### src/rtl/vox_pkg.sv
`timescale 1ns / 1ps
`default_nettype none

package vox_pkg;

	// Chunk dimensions.
	localparam int DIM_X = 16;
	localparam int DIM_Y = 16;
	localparam int DIM_Z = 16;

	localparam int DEPTH  = DIM_X * DIM_Y * DIM_Z;
	localparam int ADDR_W = $clog2(DEPTH);

	// Input coordinates are four bits; neighbor coordinates need one more bit for x + 1.
	localparam int POS_W   = 4;
	localparam int COORD_W = POS_W + 1;

	// Width wide enough to compare a coordinate against any dimension.
	localparam int CMP_W = 10;
	localparam logic [CMP_W-1:0] DIM_X_C = CMP_W'(DIM_X);
	localparam logic [CMP_W-1:0] DIM_Y_C = CMP_W'(DIM_Y);
	localparam logic [CMP_W-1:0] DIM_Z_C = CMP_W'(DIM_Z);

	localparam logic [1:0] KIND_AIR   = 2'd0;
	localparam logic [1:0] KIND_WATER = 2'd1;
	localparam logic [1:0] KIND_SOLID = 2'd2;

	localparam logic MODE_WRITE = 1'b0;
	localparam logic MODE_QUERY = 1'b1;

	typedef logic [COORD_W-1:0] coord_t;
	typedef logic [ADDR_W-1:0]  addr_t;

	typedef enum logic [1:0] {
		ST_CLEAR,
		ST_IDLE,
		ST_SCAN,
		ST_FINISH
	} state_t;

	typedef enum logic [2:0] {
		NB_XP,
		NB_XM,
		NB_YP,
		NB_YM,
		NB_ZP,
		NB_ZM
	} nbr_t;

	typedef struct packed {
		logic clear;
		logic wr;
		logic load;
		logic rd;
		nbr_t nbr;
		logic emit;
	} cmd_t;

	typedef struct packed {
		logic clear_last;
		logic out_free;
	} status_t;

	function automatic addr_t cell_index(input coord_t x, input coord_t y, input coord_t z);
		cell_index = ADDR_W'(x) + ADDR_W'(y) * ADDR_W'(DIM_X)
			+ ADDR_W'(z) * ADDR_W'(DIM_X * DIM_Y);
	endfunction

endpackage

`default_nettype wire

### src/rtl/vox_ctrl.sv
`timescale 1ns / 1ps
`default_nettype none

module vox_ctrl (
	input  wire logic             clk,
	input  wire logic             arst_n,
	input  wire logic             in_valid,
	input  wire logic             in_mode,
	output logic                  in_ready,
	input  wire vox_pkg::status_t status,
	output vox_pkg::cmd_t         cmd
);

	vox_pkg::state_t state_q, state_d;
	vox_pkg::nbr_t   nbr_q, nbr_d;
	logic            fire;

	assign fire = in_valid && in_ready;

	always_ff @(posedge clk or negedge arst_n) begin
		if (!arst_n) begin
			state_q <= vox_pkg::ST_CLEAR;
			nbr_q   <= vox_pkg::NB_XP;
		end else begin
			state_q <= state_d;
			nbr_q   <= nbr_d;
		end
	end

	// Next state and neighbor step.
	always_comb begin
		state_d = state_q;
		nbr_d   = nbr_q;
		case (state_q)
			vox_pkg::ST_CLEAR: begin
				if (status.clear_last) begin
					state_d = vox_pkg::ST_IDLE;
				end
			end
			vox_pkg::ST_IDLE: begin
				if (fire && in_mode == vox_pkg::MODE_QUERY) begin
					state_d = vox_pkg::ST_SCAN;
					nbr_d   = vox_pkg::NB_XP;
				end
			end
			vox_pkg::ST_SCAN: begin
				case (nbr_q)
					vox_pkg::NB_XP: nbr_d = vox_pkg::NB_XM;
					vox_pkg::NB_XM: nbr_d = vox_pkg::NB_YP;
					vox_pkg::NB_YP: nbr_d = vox_pkg::NB_YM;
					vox_pkg::NB_YM: nbr_d = vox_pkg::NB_ZP;
					vox_pkg::NB_ZP: nbr_d = vox_pkg::NB_ZM;
					default: begin
						nbr_d   = vox_pkg::NB_XP;
						state_d = vox_pkg::ST_FINISH;
					end
				endcase
			end
			vox_pkg::ST_FINISH: begin
				if (status.out_free) begin
					state_d = vox_pkg::ST_IDLE;
				end
			end
			default: state_d = vox_pkg::ST_CLEAR;
		endcase
	end

	// Commands to the datapath.
	always_comb begin
		in_ready  = 1'b0;
		cmd       = '0;
		cmd.nbr   = nbr_q;
		case (state_q)
			vox_pkg::ST_CLEAR: begin
				cmd.clear = 1'b1;
			end
			vox_pkg::ST_IDLE: begin
				in_ready = 1'b1;
				cmd.wr   = in_valid && in_mode == vox_pkg::MODE_WRITE;
				cmd.load = in_valid && in_mode == vox_pkg::MODE_QUERY;
			end
			vox_pkg::ST_SCAN: begin
				cmd.rd = 1'b1;
			end
			vox_pkg::ST_FINISH: begin
				cmd.emit = status.out_free;
			end
			default: begin
				cmd = '0;
			end
		endcase
	end

endmodule

`default_nettype wire

### config.mk
export PLATFORM = sky130hd
export DESIGN_NAME = vox_ctrl
export DESIGN_NICKNAME = d
export VERILOG_FILES = /design/src/rtl/vox_pkg.sv /design/src/rtl/vox_ctrl.sv
export SDC_FILE = /design/constraint.sdc
export NUM_CORES = 1
export LEC_CHECK = 0
export ABC_AREA = 1
export BUFFER_PORTS_ARGS = -buffer_cell sky130_fd_sc_hd__buf_2
export CAP_MARGIN = 20
export CORE_AREA = 3 3 40 42
export DETAILED_ROUTE_END_ITERATION = 16
export DIE_AREA = 0 0 43 45
export PLACE_DENSITY = 0.48
export RECOVER_POWER = 50
export SLEW_MARGIN = 20
export SYNTH_ARGS = -nofsm -noshare
export SYNTH_HDL_FRONTEND = slang
export SYNTH_SLANG_ARGS = --single-unit
### constraint.sdc
create_clock -name clk -period 1.45 [get_ports clk]
set_input_delay 0.29 -clock clk [delete_from_list [all_inputs] [get_ports clk]]
set_output_delay 0.29 -clock clk [all_outputs]
set_load 0.005 [all_outputs]
# Word level (Yosys, flattened, before mapping)
# Cells that the tools add are included.
[classes] n_eq_ne=11 n_mux=13 bitwise_logic=1 n_reduce_logical=10
[ops] op="3-bit one-hot mux with 5 select lines" count=1
[ops] op="2-bit 2-to-1 mux" count=5
[ops] op="2-bit != test (second input constant)" count=4
[ops] op="2-bit one-hot mux with 4 select lines" count=1
[ops] op="3-bit by 2-bit == test with 1-bit output (second input constant)" count=2
[ops] op="3-bit one-hot mux with 2 select lines" count=1
[ops] op="5-bit OR reduction" count=1
[ops] op="2-bit == test (second input constant)" count=2
[ops] op="1-bit logical AND" count=4
[ops] op="1-bit 2-to-1 mux" count=4
[ops] op="4-bit AND reduction" count=1
[ops] op="3-bit by 1-bit == test with 1-bit output (second input constant)" count=1
[ops] op="3-bit == test (second input constant)" count=1
[ops] op="3-bit logical NOT" count=1
[ops] op="3-bit 2-to-1 mux" count=1
[ops] op="2-bit by 1-bit == test with 1-bit output (second input constant)" count=1
[ops] op="2-bit logical NOT" count=1
[ops] op="2-bit AND reduction" count=1
[ops] op="2-bit nonzero test" count=1
[ops] op="1-bit inverter" count=1
[totals] register_bits=5 inputBits=6 out_inout_bits=9 elab_cells=37

# Longest topological paths before layout
[logic_depth] depth_word=6 ltp_mapped=8 mapped_depth_nobuf=8

# Worst setup path after synthesis
# No wires, ideal clock.
[synth_path] kind="register to register" from="reg state_q[1]" to="reg state_q[1]" setup_time_ns=0.117 arrival_ns=1.080 required_ns=1.333 setup_slack_ns=0.253 path_stages_with_launch=8 synth_period_minus_slack_ns=1.197 cell_sequence="dfrtp_1 -> inv_1 -> ha_1 -> nand3_2 -> nand2_1 -> nand3_1 -> nand2_1 -> nand2_1"
[synth_via] elab_chain_cells=6 word_cells_on_any_way=13 cone_classes="eq/ne: 7; mux: 2; reduce/logical: 4"
[synth_rtl] element="start, declared" line="vox_ctrl.sv:14" rtl="vox_pkg::state_t state_q, state_d;"
[synth_rtl] element="start signal, assigned" line="vox_ctrl.sv:22" rtl="state_q <= vox_pkg::ST_CLEAR;"
[synth_rtl] element="start signal, assigned" line="vox_ctrl.sv:25" rtl="state_q <= state_d;"
[synth_rtl] element="2-bit by 1-bit == test with 1-bit output" line="vox_ctrl.sv:73" rtl="case (state_q)"
[synth_rtl] element="1-bit 2-to-1 mux" line="vox_ctrl.sv:73"
[synth_rtl] element="via in_ready" line="vox_ctrl.sv:9" rtl="output logic in_ready,"
[synth_rtl] element="1-bit logical AND" line="vox_ctrl.sv:18" rtl="assign fire = in_valid && in_ready;"
[synth_rtl] element="1-bit logical AND" line="vox_ctrl.sv:41" rtl="if (fire && in_mode == vox_pkg::MODE_QUERY) begin"
[synth_rtl] element="2-bit != test (no line)"
[synth_rtl] element="4-bit AND reduction (no line)"
# The timed path passes the listed nets, and every way through them passes these cells.
# A chain may end at the register's enable or synchronous reset.

==> impl_metrics.tcl <==
set metrics [dict create \
    core_area_sq_um 1285 \
    clock_path_buffers 2 \
    clock_tree_from_tritoncts "built" \
    synth_largest_area_cell "sky130_fd_sc_hd__dfrtp_1" \
    final_cell_count_no_fill 88 \
    post-route-worst-setup-slack_ps 11.45 \
    grt_setup_unrepaired "yes" \
    root_buffer_cell "sky130_fd_sc_hd__clkbuf_4" \
    pwr-share-clk_pct 15.1 \
    worst_setup_hold_path_clk_slew_ps 40 \
    post-route-period-util_pct 99.21 \
    number_of_library_cell_types_mapped_by_synthesis 13 \
    synth_commonest_cells "sky130_fd_sc_hd__nand2_1 (16), sky130_fd_sc_hd__inv_1 (11), sky130_fd_sc_hd__dfrtp_1 (5)" \
    drt-vias-per-instance 4.477 \
    pre_cts_slack_ps 115.0 \
    die_y_um 45 \
    timing_worst_setup_path_type "flop to output port" \
    groute.layer.met3.usage_pct 4.781 \
    share_of_yosys_cell_area_claimed_by_the_top_area_cell_type_pct 34.84 \
    max_slew_margin_pct 83.19 \
    status "finished clean" \
    clock_latency_ps 240 \
    dpl.hpwl_um 620 \
    groute.layer.met2.usage_pct 15.57 \
    grt_max_degree 7 \
    clock_tree.htree_level_count 1 \
    hold_class "input port to asynchronous set/reset pin" \
    total_leakage_power_nw 0.3034 \
    insertedDiodeCount 0 \
    grt.total_usage_pct 10.13 \
    io_buffer_count 14 \
    switching_power_uw 445.8 \
    global_route_wire_length_before_repair_um 1400 \
    vdd_ir_drop_max_v 0.0009237 \
    final_layout_size_suffix_gt1_share_pct 38.36 \
    max_freq_ghz 0.6951 \
    maxSlewViolCount 0 \
    num_io_pins 15 \
    power_density_nw_per_um2 1968 \
    max_cap_violations 0 \
    timing.critical_path.arrival_ps 1150 \
    syn_inst 51 \
    power_report.internal_total_uw 598.4 \
    postSynthRegisterBits 5 \
    sequential_power_share_pct 27.2 \
    route.detailed.drc 0 \
    synth.yosys.warnings 0 \
    globalplace.congestion 0.6789 \
    asyncSetResetFlopFracSynth_pct 100.0 \
    nFillCells 139 \
    routed_wl_um 795 \
    antenna_found_initial 0 \
    postRouteAntennaNets 0 \
    grt.met1_usage_pct 11.74 \
    synth_seq_area_share_pct 34.84 \
    synthesis.area_sq_um 359.1 \
    setup_tns_ps 0 \
    critical_path_peak_fanout 5 \
    post-place-cells 80 \
    worst-endpoint-required_ps 1160 \
    sw_frac_of_total_pct 42.69 \
    num-nets-final 84 \
    placed_cell_area_sq_um 447.9 \
    detail_route.first_pass.iterations 3 \
    syn-num-nets 61 \
    synth.avg_cell_area_sq_um 7.041 \
    via_count_of_the_first_global_routing_pass 339 \
    globalRouteOverflowTotal 0 \
    die_area_sq_um 1935 \
    cts-buffers-inserted 3 \
    clock-sinks 5 \
    post_synth_main_area_contributors "sky130_fd_sc_hd__dfrtp_1 (35%), sky130_fd_sc_hd__nand2_1 (17%), sky130_fd_sc_hd__ha_1 (14%)" \
    timing.final.hold_violations 0 \
    finish.instance_area_sq_um 530.5 \
    combPwrFrac_pct 57.6 \
    postSynth.topFlopCell "sky130_fd_sc_hd__dfrtp_1" \
    dieWidth_um 43 \
    rows 13 \
    syn2layout_area_growth_pct 47.74 \
    initial_standard_cell_utilization_of_the_core_pct 27.95 \
    drt-initial-drc-count 1 \
    final.min_clock_period_ps 1439 \
    number_of_synthesized_flops_with_an_enable_pin 0 \
    gr-max-usage-layer "met2" \
    routed-via-count 394 \
    max_slew.worst_pin.slew_ps 252.1 \
    routedWlPerCell_um 9.034 \
    fin_worst_skew_ps 3.881 \
    timing.critical_path.from_type "flop" \
    setup-violations-final 0 \
    worstSetupEndpointType "output port" \
    synth.most_common_cell "sky130_fd_sc_hd__nand2_1" \
]
## layer usage
layer / share of wire, % / vias to the layer above
met1: 43 / 178
li1: - / 204
met5: 0 / -
met4: 0 / 0
met3: 6.0 / 0
met2: 51 / 12
## power by group through the flow
stage / logic, mW / clock network, mW / registers, mW
CTS: 0.526 / 0.163 / 0.284
global placement: 0.486 / 0 / 0.278
global route: 0.688 / 0.179 / 0.298
finish: 0.602 / 0.158 / 0.285
detailed placement: 0.487 / 0 / 0.274
floorplan: 0.334 / 0 / 0.261
## layout make-up
cell class	count	area [sq um]	area share (%)
multi-input combinational	34	212.7	40.09
sequential	5	126.4	23.82
timing repair buffer	18	101.3	19.10
inverter	12	45.04	8.491
clock buffer	4	26.28	4.953
tap	15	18.77	3.538
## worst max-delay path, stage by stage (launching register included)
cell                      delay (ps)
sky130_fd_sc_hd__dfrtp_1         420
sky130_fd_sc_hd__inv_2            90
sky130_fd_sc_hd__ha_4            150
sky130_fd_sc_hd__nand3_2          90
sky130_fd_sc_hd__inv_1            60
sky130_fd_sc_hd__buf_2           100
## per-stage QoR
step                      hold WS [ps]  utilization, %  power, mW
after CTS                        394.8           38.85     0.9735
after global routing             443.1           41.29      1.165
after global placement           105.9           34.86     0.7637
final                            421.7           41.29      1.044
after detailed placement         107.8           34.86     0.7617
after floorplan                 -5.591               -     0.5954
## repair_timing
item | 4_1_cts | 5_1_grt
endpoints found under the setup margin | 4 | 6
gates resized for setup | 4 | 4
hold buffers | 1 | 0
pin swaps | 0 | 1
hold endpoints to repair | 5 | 0
setup buffers | 0 | 3
## cells in the final DEF, fill, tap and decap left out, types with 3 or more instances in the layout
cell / n
sky130_fd_sc_hd__clkbuf_4: 3
sky130_fd_sc_hd__nand2_1: 15
sky130_fd_sc_hd__buf_4: 3
sky130_fd_sc_hd__buf_2: 13
sky130_fd_sc_hd__nand3_1: 3
sky130_fd_sc_hd__dfrtp_1: 4
sky130_fd_sc_hd__inv_1: 10
sky130_fd_sc_hd__o21ai_1: 3
## flip-flops by register name, indices dropped and copies added, names as in the netlist
register / cells
nbr_q: 3
state_q: 2
## worst paths after layout
| path | startpoint | endpoint | slack [ps] | cells after the start |
|---|---|---|---|---|
| max in group asynchronous | arst_n | state_q[0] | 810 | 2 |
| worst max register to register | state_q[1] | nbr_q[1] | 90 | 8 |
| worst min-delay path | arst_n | nbr_q[0] | 420 | 2 |
| worst min register to register | state_q[0] | state_q[0] | 560 | 2 |
| worst max-delay path | state_q[1] | cmd[5] | 10 | 5 |
| min in group clk | in_mode | nbr_q[0] | 450 | 4 |
## logic make-up after synthesis
| group | count (synthesis) | synth area share [%] |
|---|---|---|
| and+or+nand+nor | 24 | 30.31 |
| AOI/OAI and AO/OA | 6 | 8.360 |
| DFF | 5 | 34.84 |
| adders and majority gates | 4 | 13.94 |
| buffers and inverters | 12 | 12.54 |
No activity file was read; power rests on OpenSTA's default activity.
